===== config.mk =====
export PLATFORM = sky130hd
export DESIGN_NAME = vgm_command_stream_decoder
export DESIGN_NICKNAME = d
export VERILOG_FILES = /design/src/rtl/core/vcsd_pkg.sv /design/src/rtl/core/vcsd_parser.sv /design/src/rtl/core/vcsd_out_skid.sv /design/src/rtl/core/vgm_command_stream_decoder.sv
export SDC_FILE = /design/constraint.sdc
export NUM_CORES = 1
export LEC_CHECK = 0
export BUFFER_PORTS_ARGS = -buffer_cell sky130_fd_sc_hd__buf_4
export CAP_MARGIN = 15
export CORE_MARGIN = 4
export CORE_UTILIZATION = 60
export DETAILED_ROUTE_END_ITERATION = 8
export PLACE_DENSITY = 0.79
export SYNTH_ARGS = -nofsm -noshare
export SYNTH_HDL_FRONTEND = slang
export SYNTH_SLANG_ARGS = --single-unit

===== constraint.sdc =====
create_clock -name clk -period 11.35 [get_ports clk]
set_input_delay 1.135 -clock clk [delete_from_list [all_inputs] [get_ports clk]]
set_output_delay 1.135 -clock clk [all_outputs]
set_load 0.02 [all_outputs]

===== src/rtl/core/vcsd_pkg.sv =====
// ----------------------------------------------------------------------------
// vcsd_pkg
// Shared types, command codes and decode helpers of the command stream decoder
// ----------------------------------------------------------------------------
package vcsd_pkg;

    localparam int WAIT_WIDTH_DEF = 32;

    // parser phase
    typedef enum logic [2:0] {
        PH_CMD  = 3'd0,
        PH_OPS  = 3'd1,
        PH_HDR  = 3'd2,
        PH_LEN  = 3'd3,
        PH_DATA = 3'd4
    } phase_t;

    // event codes
    localparam logic [2:0] EV_PSG     = 3'd0;
    localparam logic [2:0] EV_OPLL    = 3'd1;
    localparam logic [2:0] EV_SCC     = 3'd2;
    localparam logic [2:0] EV_WAIT    = 3'd3;
    localparam logic [2:0] EV_END     = 3'd4;
    localparam logic [2:0] EV_UNKNOWN = 3'd5;

    // operand count classes beyond a plain count
    localparam logic [3:0] OPS_SPECIAL = 4'd8;
    localparam logic [3:0] OPS_NONE    = 4'd9;
    localparam logic [3:0] OPS_UNKNOWN = 4'd15;

    // command codes
    localparam logic [7:0] CMD_PSG      = 8'h50;
    localparam logic [7:0] CMD_OPLL     = 8'h51;
    localparam logic [7:0] CMD_WAIT_N   = 8'h61;
    localparam logic [7:0] CMD_WAIT_NTSC = 8'h62;
    localparam logic [7:0] CMD_WAIT_PAL = 8'h63;
    localparam logic [7:0] CMD_END      = 8'h66;
    localparam logic [7:0] CMD_DBLOCK   = 8'h67;
    localparam logic [7:0] CMD_PCM      = 8'h68;
    localparam logic [7:0] CMD_WAIT_SHORT = 8'h70;
    localparam logic [7:0] CMD_WAIT_DAC = 8'h80;
    localparam logic [7:0] CMD_PSG_ALT  = 8'hA0;
    localparam logic [7:0] CMD_SCC      = 8'hD2;

    localparam logic [15:0] WAIT_NTSC_SAMPLES = 16'd735;
    localparam logic [15:0] WAIT_PAL_SAMPLES  = 16'd882;

    localparam logic [31:0] DBLOCK_HDR_BYTES = 32'd2;
    localparam logic [31:0] PCM_HDR_BYTES    = 32'd8;
    localparam logic [3:0]  DBLOCK_LEN_BYTES = 4'd4;
    localparam logic [3:0]  PCM_LEN_BYTES    = 4'd3;

    localparam logic [7:0] SCC_BANK_MAX = 8'd5;

    typedef struct packed {
        logic [2:0]  event_kind;
        logic [15:0] reg_address;
        logic [7:0]  reg_data;
        logic [31:0] wait_total;
        logic [15:0] loop_count;
    } result_t;

    function automatic logic [3:0] op_count(input logic [7:0] c);
        logic [3:0] n;
        n = OPS_UNKNOWN;
        if (c >= 8'h30 && c <= 8'h3F)
            n = 4'd1;
        else if (c == 8'h40 || c == 8'h4F)
            n = 4'd2;
        else if (c >= 8'h50 && c <= 8'h5F)
            n = 4'd2;
        else if (c == CMD_WAIT_N || c == CMD_PSG_ALT)
            n = 4'd2;
        else if (c == CMD_WAIT_NTSC || c == CMD_WAIT_PAL || c == CMD_END)
            n = OPS_NONE;
        else if (c == CMD_DBLOCK || c == CMD_PCM)
            n = OPS_SPECIAL;
        else if (c >= 8'h70 && c <= 8'h8F)
            n = OPS_NONE;
        else if (c >= 8'h90 && c <= 8'h95)
            n = 4'd4;
        else if (c >= 8'hB0 && c <= 8'hBF)
            n = 4'd2;
        else if (c >= 8'hC0 && c <= 8'hDF)
            n = 4'd3;
        else if (c >= 8'hE0)
            n = 4'd4;
        return n;
    endfunction

    function automatic logic [15:0] scc_bank_base(input logic [2:0] bank);
        logic [15:0] base;
        case (bank)
            3'd0:    base = 16'h9800;
            3'd1:    base = 16'h9880;
            3'd2:    base = 16'h988A;
            3'd3:    base = 16'h988F;
            3'd4:    base = 16'h9800;
            3'd5:    base = 16'h98C0;
            default: base = 16'h9800;
        endcase
        return base;
    endfunction

endpackage


===== src/rtl/core/vcsd_parser.sv =====
// ----------------------------------------------------------------------------
// vcsd_parser
// Byte-wise command parser: phase tracking, operand capture, skip countdown,
// wait accumulator and loop counter
// ----------------------------------------------------------------------------
module vcsd_parser #(
    parameter int WAIT_WIDTH = vcsd_pkg::WAIT_WIDTH_DEF
) (
    input  logic              clk,
    input  logic              rst_n,
    input  logic              in_fire,
    input  logic [7:0]        in_byte,
    output logic              res_valid,
    output vcsd_pkg::result_t res
);

    vcsd_pkg::phase_t        phase_reg, phase_next;
    logic [7:0]              cmd_reg, cmd_next;
    logic [7:0]              op_reg [3];
    logic [2:0]              idx_reg, idx_next;
    logic [31:0]             skip_reg, skip_next;
    logic [WAIT_WIDTH-1:0]   wait_reg, wait_next;
    logic [15:0]             loop_reg, loop_next;

    logic [3:0]              n_cmd, n_cur;
    logic [2:0]              idx_inc;
    logic [31:0]             skip_dec;
    logic [7:0]              op0, op1, op2;
    logic                    wait_en;
    logic [15:0]             wait_add;
    logic [63:0]             wait_ext;
    logic                    emit;
    logic [2:0]              kind;
    logic [15:0]             addr;
    logic [7:0]              data;

    assign n_cmd    = vcsd_pkg::op_count(in_byte);
    assign n_cur    = vcsd_pkg::op_count(cmd_reg);
    assign idx_inc  = idx_reg + 3'd1;
    assign skip_dec = (skip_reg != 32'd0) ? skip_reg - 32'd1 : skip_reg;

    // operand view with the byte arriving now in its slot
    assign op0 = (idx_reg == 3'd0) ? in_byte : op_reg[0];
    assign op1 = (idx_reg == 3'd1) ? in_byte : op_reg[1];
    assign op2 = (idx_reg == 3'd2) ? in_byte : op_reg[2];

    always_comb
    begin
        phase_next = phase_reg;
        cmd_next   = cmd_reg;
        idx_next   = idx_reg;
        skip_next  = skip_reg;
        loop_next  = loop_reg;
        wait_en    = 1'b0;
        wait_add   = 16'd0;
        emit       = 1'b0;
        kind       = vcsd_pkg::EV_UNKNOWN;
        addr       = 16'd0;
        data       = 8'd0;

        case (phase_reg)
            vcsd_pkg::PH_OPS:
            begin
                idx_next = idx_inc;
                if ({1'b0, idx_inc} >= n_cur)
                begin
                    phase_next = vcsd_pkg::PH_CMD;
                    if (cmd_reg == vcsd_pkg::CMD_PSG || cmd_reg == vcsd_pkg::CMD_PSG_ALT)
                    begin
                        emit = 1'b1;
                        kind = vcsd_pkg::EV_PSG;
                        addr = {8'd0, op0};
                        data = op1;
                    end
                    else if (cmd_reg == vcsd_pkg::CMD_OPLL)
                    begin
                        emit = 1'b1;
                        kind = vcsd_pkg::EV_OPLL;
                        addr = {8'd0, op0};
                        data = op1;
                    end
                    else if (cmd_reg == vcsd_pkg::CMD_SCC)
                    begin
                        emit = 1'b1;
                        if (op0 > vcsd_pkg::SCC_BANK_MAX)
                        begin
                            kind = vcsd_pkg::EV_UNKNOWN;
                        end
                        else
                        begin
                            kind = vcsd_pkg::EV_SCC;
                            addr = vcsd_pkg::scc_bank_base(op0[2:0]) + {8'd0, op1};
                            data = op2;
                        end
                    end
                    else if (cmd_reg == vcsd_pkg::CMD_WAIT_N)
                    begin
                        emit     = 1'b1;
                        kind     = vcsd_pkg::EV_WAIT;
                        wait_en  = 1'b1;
                        wait_add = {op1, op0};
                    end
                end
            end
            vcsd_pkg::PH_HDR:
            begin
                skip_next = skip_dec;
                if (skip_dec == 32'd0)
                begin
                    phase_next = vcsd_pkg::PH_LEN;
                    idx_next   = 3'd0;
                end
            end
            vcsd_pkg::PH_LEN:
            begin
                // little-endian length, one byte lane per operand index
                skip_next = skip_reg | (32'(in_byte) << {idx_reg[1:0], 3'b000});
                idx_next  = idx_inc;
                if ({1'b0, idx_inc} >= ((cmd_reg == vcsd_pkg::CMD_DBLOCK)
                        ? vcsd_pkg::DBLOCK_LEN_BYTES : vcsd_pkg::PCM_LEN_BYTES))
                begin
                    phase_next = (skip_next == 32'd0) ? vcsd_pkg::PH_CMD
                                                      : vcsd_pkg::PH_DATA;
                end
            end
            vcsd_pkg::PH_DATA:
            begin
                skip_next = skip_dec;
                if (skip_dec == 32'd0)
                    phase_next = vcsd_pkg::PH_CMD;
            end
            default:
            begin
                phase_next = vcsd_pkg::PH_CMD;
                cmd_next   = in_byte;
                idx_next   = 3'd0;
                if (n_cmd == vcsd_pkg::OPS_UNKNOWN)
                begin
                    emit = 1'b1;
                    kind = vcsd_pkg::EV_UNKNOWN;
                end
                else if (n_cmd == vcsd_pkg::OPS_SPECIAL)
                begin
                    skip_next  = (in_byte == vcsd_pkg::CMD_DBLOCK)
                                 ? vcsd_pkg::DBLOCK_HDR_BYTES : vcsd_pkg::PCM_HDR_BYTES;
                    phase_next = vcsd_pkg::PH_HDR;
                end
                else if (n_cmd == vcsd_pkg::OPS_NONE)
                begin
                    emit = 1'b1;
                    if (in_byte == vcsd_pkg::CMD_END)
                    begin
                        kind = vcsd_pkg::EV_END;
                        if (loop_reg != 16'hFFFF)
                            loop_next = loop_reg + 16'd1;
                    end
                    else
                    begin
                        kind    = vcsd_pkg::EV_WAIT;
                        wait_en = 1'b1;
                        if (in_byte == vcsd_pkg::CMD_WAIT_NTSC)
                            wait_add = vcsd_pkg::WAIT_NTSC_SAMPLES;
                        else if (in_byte == vcsd_pkg::CMD_WAIT_PAL)
                            wait_add = vcsd_pkg::WAIT_PAL_SAMPLES;
                        else if (in_byte < vcsd_pkg::CMD_WAIT_DAC)
                            wait_add = {12'd0, in_byte[3:0]} + 16'd1;
                        else
                            wait_add = {12'd0, in_byte[3:0]};
                    end
                end
                else
                begin
                    phase_next = vcsd_pkg::PH_OPS;
                end
            end
        endcase

        if (emit && kind == vcsd_pkg::EV_END)
            wait_next = '0;
        else if (wait_en)
            wait_next = wait_reg + WAIT_WIDTH'(wait_add);
        else
            wait_next = wait_reg;

        wait_ext = 64'(wait_next);

        res.event_kind  = kind;
        res.reg_address = addr;
        res.reg_data    = data;
        res.wait_total  = wait_ext[31:0];
        res.loop_count  = loop_next;
    end

    assign res_valid = in_fire && emit;

    always_ff @(posedge clk or negedge rst_n)
    begin
        if (!rst_n)
        begin
            phase_reg <= vcsd_pkg::PH_CMD;
            cmd_reg   <= 8'd0;
            idx_reg   <= 3'd0;
            skip_reg  <= 32'd0;
            wait_reg  <= '0;
            loop_reg  <= 16'd0;
        end
        else if (in_fire)
        begin
            phase_reg <= phase_next;
            cmd_reg   <= cmd_next;
            idx_reg   <= idx_next;
            skip_reg  <= skip_next;
            wait_reg  <= wait_next;
            loop_reg  <= loop_next;
        end
    end

    // operand capture, payload only
    always_ff @(posedge clk)
    begin
        if (in_fire && phase_reg == vcsd_pkg::PH_OPS && idx_reg < 3'd3)
            op_reg[idx_reg[1:0]] <= in_byte;
    end

endmodule


===== src/rtl/core/vcsd_out_skid.sv =====
// ----------------------------------------------------------------------------
// vcsd_out_skid
// Two-entry result buffer: output register plus skid register
// ----------------------------------------------------------------------------
module vcsd_out_skid (
    input  logic              clk,
    input  logic              rst_n,
    input  logic              in_valid,
    output logic              in_ready,
    input  vcsd_pkg::result_t in_data,
    output logic              out_valid,
    input  logic              out_ready,
    output vcsd_pkg::result_t out_data
);

    logic              main_valid_reg, main_valid_next;
    logic              skid_valid_reg, skid_valid_next;
    vcsd_pkg::result_t main_reg, main_next;
    vcsd_pkg::result_t skid_reg, skid_next;
    logic              out_fire;

    assign out_fire  = main_valid_reg && out_ready;
    assign in_ready  = !skid_valid_reg;
    assign out_valid = main_valid_reg;
    assign out_data  = main_reg;

    always_comb
    begin
        main_valid_next = main_valid_reg;
        skid_valid_next = skid_valid_reg;
        main_next       = main_reg;
        skid_next       = skid_reg;
        if (skid_valid_reg)
        begin
            if (out_fire)
            begin
                main_next       = skid_reg;
                skid_valid_next = 1'b0;
            end
        end
        else if (in_valid)
        begin
            if (!main_valid_reg || out_fire)
            begin
                main_next       = in_data;
                main_valid_next = 1'b1;
            end
            else
            begin
                skid_next       = in_data;
                skid_valid_next = 1'b1;
            end
        end
        else if (out_fire)
        begin
            main_valid_next = 1'b0;
        end
    end

    always_ff @(posedge clk or negedge rst_n)
    begin
        if (!rst_n)
        begin
            main_valid_reg <= 1'b0;
            skid_valid_reg <= 1'b0;
        end
        else
        begin
            main_valid_reg <= main_valid_next;
            skid_valid_reg <= skid_valid_next;
        end
    end

    always_ff @(posedge clk)
    begin
        main_reg <= main_next;
        skid_reg <= skid_next;
    end

endmodule


===== src/rtl/core/vgm_command_stream_decoder.sv =====
// ----------------------------------------------------------------------------
// vgm_command_stream_decoder
// Decodes a VGM command stream byte by byte into chip writes, waits and loops
// ----------------------------------------------------------------------------
//   channel   dir   handshake          payload
//   s_*       in    tvalid / tready    tdata: stream_byte
//   m_*       out   tvalid / tready    tuser: event_kind
//                                      tdata: reg_address, reg_data,
//                                             wait_total, loop_count
//
// one byte per cycle while s_tready is high; each byte is decoded in a
// single pass from the parser state registers into the output register,
// or into the skid register while the output register is held
// s_tready drops only while both output entries hold results
// rst_n clears parser phase, counters and wait total; no clearing pass
// ----------------------------------------------------------------------------
module vgm_command_stream_decoder #(
    parameter int WAIT_WIDTH = vcsd_pkg::WAIT_WIDTH_DEF
) (
    input  logic        clk,
    input  logic        rst_n,
    input  logic        s_tvalid,
    output logic        s_tready,
    input  logic [7:0]  s_tdata,   // [7:0] stream_byte
    output logic        m_tvalid,
    input  logic        m_tready,
    output logic [71:0] m_tdata,   // [15:0] reg_address, [23:16] reg_data,
                                   // [55:24] wait_total, [71:56] loop_count
    output logic [2:0]  m_tuser    // [2:0] event_kind
);

    logic              in_fire;
    logic              res_valid;
    vcsd_pkg::result_t res;
    vcsd_pkg::result_t out_res;

    assign in_fire = s_tvalid && s_tready;

    vcsd_parser #(
        .WAIT_WIDTH (WAIT_WIDTH)
    ) u_parser (
        .clk       (clk),
        .rst_n     (rst_n),
        .in_fire   (in_fire),
        .in_byte   (s_tdata),
        .res_valid (res_valid),
        .res       (res)
    );

    vcsd_out_skid u_out_skid (
        .clk       (clk),
        .rst_n     (rst_n),
        .in_valid  (res_valid),
        .in_ready  (s_tready),
        .in_data   (res),
        .out_valid (m_tvalid),
        .out_ready (m_tready),
        .out_data  (out_res)
    );

    assign m_tuser = out_res.event_kind;
    assign m_tdata = {out_res.loop_count, out_res.wait_total,
                      out_res.reg_data, out_res.reg_address};

endmodule


---- Yosys cells after proc, flatten, opt, wreduce, memory -nomap -nowiden ----
Memory sizes are Yosys's and may differ from the RTL's.
Index checks and enable logic that the tools add are counted.
storage, ports and cells
  register bits after elaboration ......... 246
  bits in writable memories ............... 24
  memories ................................ 1
  input bits .............................. 12
  word-level logic and storage cells ...... 280
memories
  memory           depth  bits a word  rd ports  clocked after Yosys merged registers in  wr ports  RTL line           source
  u_parser.op_reg  3      8            3         0                                        1         vcsd_parser.sv:19  logic [7:0] op_reg [3];
cells by class
  mux-type cells .......................... 123
  eq/ne operators ......................... 43
  bitwise operators ....................... 6
  $lt $le $gt $ge ......................... 31
  reductions and logical operators ........ 51
  shift operators ......................... 1
  add/subtract/negate cells ............... 6
operators with widths
  operator               number
  $mux 16                30
  $mux 75                4
  $mux 32                5
  $eq 8x7->1 const B     18
  $pmux 32 s3            1
  $mux 4                 23
  $mux 8                 9
  $ge 8x8->1 const B     8
  $le 8x8->1 const B     8
  $logic_not 32->1       2
  $mux 3                 18
  $add 32x16->32         1
  $ge 8x7->1 const B     4
  $or 32x32->32          1
  $pmux 16 s2            1
  $pmux 8 s4             1
  $reduce_bool 32->1     1
  $shl 8x5->32           1
  $sub 32x1->32 const B  1
  $mux 1                 26
  $eq 8x8->1 const B     3
  $logic_and 1x1->1      18
  $add 16x1->16 const B  1
  $add 16x8->16          1
  34 further kinds       75

---- Depth between registers and ports, before layout ----
  word-level depth ........................ 25
  gate-level depth with buffers ........... 25
  depth with buffers taken out ............ 23

---- Cells and area by module ----
Synthesis repeated with hierarchy kept, for this count alone.
second synthesis, totals
  cell total of the unflattened synthesis .. 1479
  area, all modules ....................... 15812.7 um^2
modules (own cells, without submodules)
  module                      cells an instance  times used  seq. area each (um^2)  area an instance (um^2)
  vcsd_parser                 1233               1           3072.9                 9893.2
  vcsd_out_skid               245                1           4554.4                 5913.2
  vgm_command_stream_decoder  1                  1           0.0                    6.3

---- Least setup slack after synthesis ----
No wires, ideal clock.
  path type ............................... input port to flip-flop
  start point ............................. input s_tdata[1]
  end point ............................... register u_out_skid.main_reg, in the netlist u_out_skid.out_data[0] (enable)
  path slack .............................. 4.129 ns
  stages .................................. 10
  library setup time ...................... 0.529 ns
  data arrival time ....................... 6.692 ns
  buffers on the path ..................... 1
  path through ............................ clkbuf_1 -> inv_1 -> ha_1 -> nor3b_1 -> a311o_1 -> a32o_1 -> nor3_2 -> a32oi_1 -> nor2_1 -> a2bb2oi_1
on the way
  longest elaborated chain between the ends .. 20
ends and longest elaborated chain
  element                                      RTL line                          source
  start, declared                              vgm_command_stream_decoder.sv:24  input logic [7:0] s_tdata,
  $ge 8x8->1, or another cell as far along     vcsd_pkg.sv:86                    else if (c >= 8'hE0)
  $mux 4 or $logic_and 1x1->1 (tied branches)  vcsd_pkg.sv:86, vcsd_pkg.sv:84
  $mux 4                                       vcsd_pkg.sv:84                    else if (c >= 8'hC0 && c <= 8'hDF)
  $mux 4                                       vcsd_pkg.sv:82                    else if (c >= 8'hB0 && c <= 8'hBF)
  $mux 4                                       vcsd_pkg.sv:80                    else if (c >= 8'h90 && c <= 8'h95)
  $mux 4                                       vcsd_pkg.sv:78                    else if (c >= 8'h70 && c <= 8'h8F)
  $mux 4                                       vcsd_pkg.sv:76                    else if (c == CMD_DBLOCK || c == CMD_PCM)
  $mux 4                                       vcsd_pkg.sv:74                    else if (c == CMD_WAIT_NTSC || c == CMD_WAIT_PAL || c == CMD_END)
  [... 4 more ...]                             --
  $eq 4x4->1                                   vcsd_parser.sv:148                else if (n_cmd == vcsd_pkg::OPS_NONE)
  $mux 1                                       vcsd_parser.sv:148
  $mux 1                                       vcsd_parser.sv:142                else if (n_cmd == vcsd_pkg::OPS_SPECIAL)
  $mux 1 *                                     vcsd_parser.sv:137                if (n_cmd == vcsd_pkg::OPS_UNKNOWN)
  $pmux 1 s2 *                                 vcsd_parser.sv:61                 case (phase_reg)
  $logic_and 1x1->1 *                          vcsd_parser.sv:194                assign res_valid = in_fire && emit;
  $reduce_bool 2->1 (no source line) *         --
  $reduce_and 3->1 (no source line) *          --
  end signal, assigned                         vcsd_out_skid.sv:76               main_reg <= main_next;
  end, declared                                vcsd_out_skid.sv:18               vcsd_pkg::result_t main_reg, main_next;
Mark *: on every way between the ends. The rest lies on a longest branch, timed or not.
A chain may end at the register's enable or synchronous reset.

==> results.sh <==
export IMPL_drive_gt1_share_pct=13.8
export IMPL_clockBufferDepth=3
export IMPL_critPathArrivalTime_ns=6.59
export IMPL_maxCapViolations=0
export IMPL_routedWlPerCell_um=20.0
export IMPL_dr_first_iter_drc_count=1068
export IMPL_ys_seq_elements=258
export IMPL_tritoncts="built"
export IMPL_cts_resized=0
export IMPL_clockRootBuffer="clkbuf_16"
export IMPL_h_tree_depth=1
export IMPL_syn_area_per_cell_um2=9.87
export IMPL_layout_nets=1590
export IMPL_p_leak_nw=6.30
export IMPL_dp_cells=1826
export IMPL_insertion_delay_ns=0.54
export IMPL_report_final_hold_viol_count=0
export IMPL_routed_wl_mm=37.6
export IMPL_port_buffers=84
export IMPL_peakVddDrop_mv=0.233
export IMPL_die_area_um2=27100
export IMPL_required_ns=11.60
export IMPL_finalCritPeriodShare_pct=55.9
export IMPL_drtPass1Iterations=5
export IMPL_ys_types=87
export IMPL_pin_count=89
export IMPL_cts_hold_buf=0
export IMPL_timing_fmax_ghz=0.158
export IMPL_die_y_um=165
export IMPL_utilization_pct=68.0
export IMPL_tightest_slew_ns=1.12
export IMPL_post_cts_buffers=0
export IMPL_dp_hpwl_mm=25.1
export IMPL_synth_edf_count=162
export IMPL_synth_top_family_by_area="simple AND/OR/NAND/NOR gates"
export IMPL_multi_input_area_um2=7020
export IMPL_fill_cells=1886
export IMPL_placed_area_um2=15500
export IMPL_finalSetupViolations=0
export IMPL_synthXorXnorAreaFrac_pct=4.04
export IMPL_hold_path_class="flop to flop"
export IMPL_grt_pass1_wl_mm=60.4
export IMPL_async_flop_share_pct=37.2
export IMPL_synth_compound_area_share_pct=16.7
export IMPL_skew_ns=0.0143
export IMPL_die_x_um=165
export IMPL_setup_tns_ns=0
export IMPL_grtUsageTotal_pct=27.7
export IMPL_critPathLaunchType="flop"
export IMPL_grt_overflow=0
export IMPL_core_um2=24200
export IMPL_numCtsBuffers=28
export IMPL_path_clk_slew_ns=0.06
export IMPL_vias=11900
export IMPL_synthAdderAreaFrac_pct=4.00
export IMPL_powerDensity_nw_per_um2=194
export IMPL_cts_sinks=258
export IMPL_postSynthCellCount=1494
export IMPL_worstPathMaxFanout=18
export IMPL_drtAntennaViolNets=0
export IMPL_yosys_top_cells_area="edfxtp_1 33%, dfrtp_1 16%, nand2_1 4.1%, o21ai_0 4.1%, ha_1 3.7%"
export IMPL_first_global_vias=11300
export IMPL_critPathKind="flop to flop"
export IMPL_rsz0062_at_grt="false"
export IMPL_drc=0
export IMPL_slew_headroom_pct=25.3
export IMPL_final_instance_count_excl_fill=1878
export IMPL_grt_max_degree=70
export IMPL_synth_mux_area_share_pct=4.64
export IMPL_synthSimpleGateAreaFrac_pct=17.9
export IMPL_netlist_area_leader_share_pct=33.0
export IMPL_num_rows=57
export IMPL_final_max_slew_viol_count=0
export IMPL_area_delta_synth_final_pct=11.9
export IMPL_gp_congestion=0.957
export IMPL_diodes=0
export IMPL_start_util_pct=60.8
export IMPL_syn_area_um2=14700
export IMPL_ys_warn_count=0
export IMPL_seq_area_um2=7270
export IMPL_synth_top_area_cell="edfxtp_1"
export IMPL_min_period_ns=6.35
export IMPL_vias_per_cell=6.32
export IMPL_synth_ff_type="edfxtp_1"
export IMPL_stdcell_area_um2=16500
export IMPL_outcome="complete, no violations"
export IMPL_critPathCaptureType="flop"
export IMPL_antenna_found_initial=0
export IMPL_yosysSeqAreaShare_pct=49.3
export IMPL_yosys_top_cells_count="162 x edfxtp_1, 162 x nand2_1, 143 x nor2_1, 120 x o21ai_0, 103 x a21oi_1"
==> per-layer routing <==
metal  part of all wire (%)  wire (µm)  up-vias  global-route usage, %
met1                     44      16400     5736                   40.4
met3                    7.7       2890       75                   3.87
met5                      0          0        -                      0
met4                    2.3        879        0                   8.36
met2                     46      17500      484                   43.4
li1                       -          -     5577                      -
==> kinds of logic (layout without fill, tap and decap cells) <==
logic type,Yosys count,after routing
AOI/OAI and AO/OA,395,395
xor gates and xnor gates,68,68
adders and majority gates,46,46
buffers and inverters,125,182
DFF,258,258
muxes,63,63
other,1,4
and+or+nand+nor,538,538
==> worst max-delay path: stages, from the launching register on <==
cell       delay [ns]
dfrtp_1          0.64
nor3b_1          0.26
o21ai_0          0.11
a21boi_0         0.57
nor2_1           0.18
o311a_1          0.18
ha_1             0.27
nand2b_1         0.14
a21o_1           0.18
a21o_1           0.23
o2111ai_4        0.20
nor2_1           0.13
ha_1             0.39
a2111oi_0        0.58
o211ai_1         0.15
or3_1            0.41
a221oi_2         0.73
or2_2            0.29
nor3_2           0.06
xnor2_1          0.24
o21ai_1          0.09
==> final timing paths <==
| path | slack (ns) | depth (start not counted) | to | start |
|---|---|---|---|---|
| max | 5.00 | 20 | u_out_skid.out_data[43]$_DFFE_PP_ | u_parser.cmd_reg[7]$_DFFE_PN0P_ |
| min | 0.52 | 1 | u_parser.loop_reg[11]$_DFFE_PN0P_ | u_parser.loop_reg[11]$_DFFE_PN0P_ |
| max reg2reg | 5.00 | 20 | u_out_skid.out_data[43]$_DFFE_PP_ | u_parser.cmd_reg[7]$_DFFE_PN0P_ |
| min reg2reg | 0.52 | 1 | u_parser.loop_reg[11]$_DFFE_PN0P_ | u_parser.loop_reg[11]$_DFFE_PN0P_ |
| max in group asynchronous | 9.55 | 2 | u_parser.wait_reg[6]$_DFFE_PN0P_ | rst_n |
| min in group asynchronous | 0.57 | 1 | u_parser.loop_reg[7]$_DFFE_PN0P_ | rst_n |
==> cell usage in the layout (no fill, tap or decap), drive strengths merged, types with 9 or more instances in the layout <==
cell,instances
or3,13
nor2b,22
a31oi,17
mux2i,20
o31ai,15
nor4,24
nand3,34
a21o,12
mux2,43
a22o,10
a21oi,103
and3,9
or4,11
dfrtp,96
nor3,50
xor2,25
clkbuf,36
nand2b,17
buf,97
nor2,143
edfxtp,162
inv,34
a211oi,9
nand2,162
o22ai,30
nand4,9
xnor2,43
ha,44
o21a,11
o21ai,130
==> per-stage QoR <==
step           total power [mW]  hold slack [ns]  setup slack, ns
2_1_floorplan              1.98            0.473             4.13
3_3_place_gp               2.23            0.496             5.15
3_5_place_dp               2.25            0.511             4.94
4_1_cts                    3.19            0.524             5.13
5_1_grt                    3.37            0.535             4.43
6_report                   3.20            0.521             5.00
==> area by class of cell <==
cell class | count | share of cell area [%]
Sequential cell | 258 | 44.0
Multi-Input combinational cell | 1114 | 42.5
Clock buffer | 36 | 4.74
Timing Repair Buffer | 97 | 4.41
Tap cell | 324 | 2.46
Clock inverter | 16 | 1.07
Inverter | 33 | 0.751
==> power breakdown <==
part	switching, mW	internal [mW]
sequential	0.157	1.14
clock	0.381	0.557
combinational	0.598	0.361
Power figures use the tool's default switching activity.
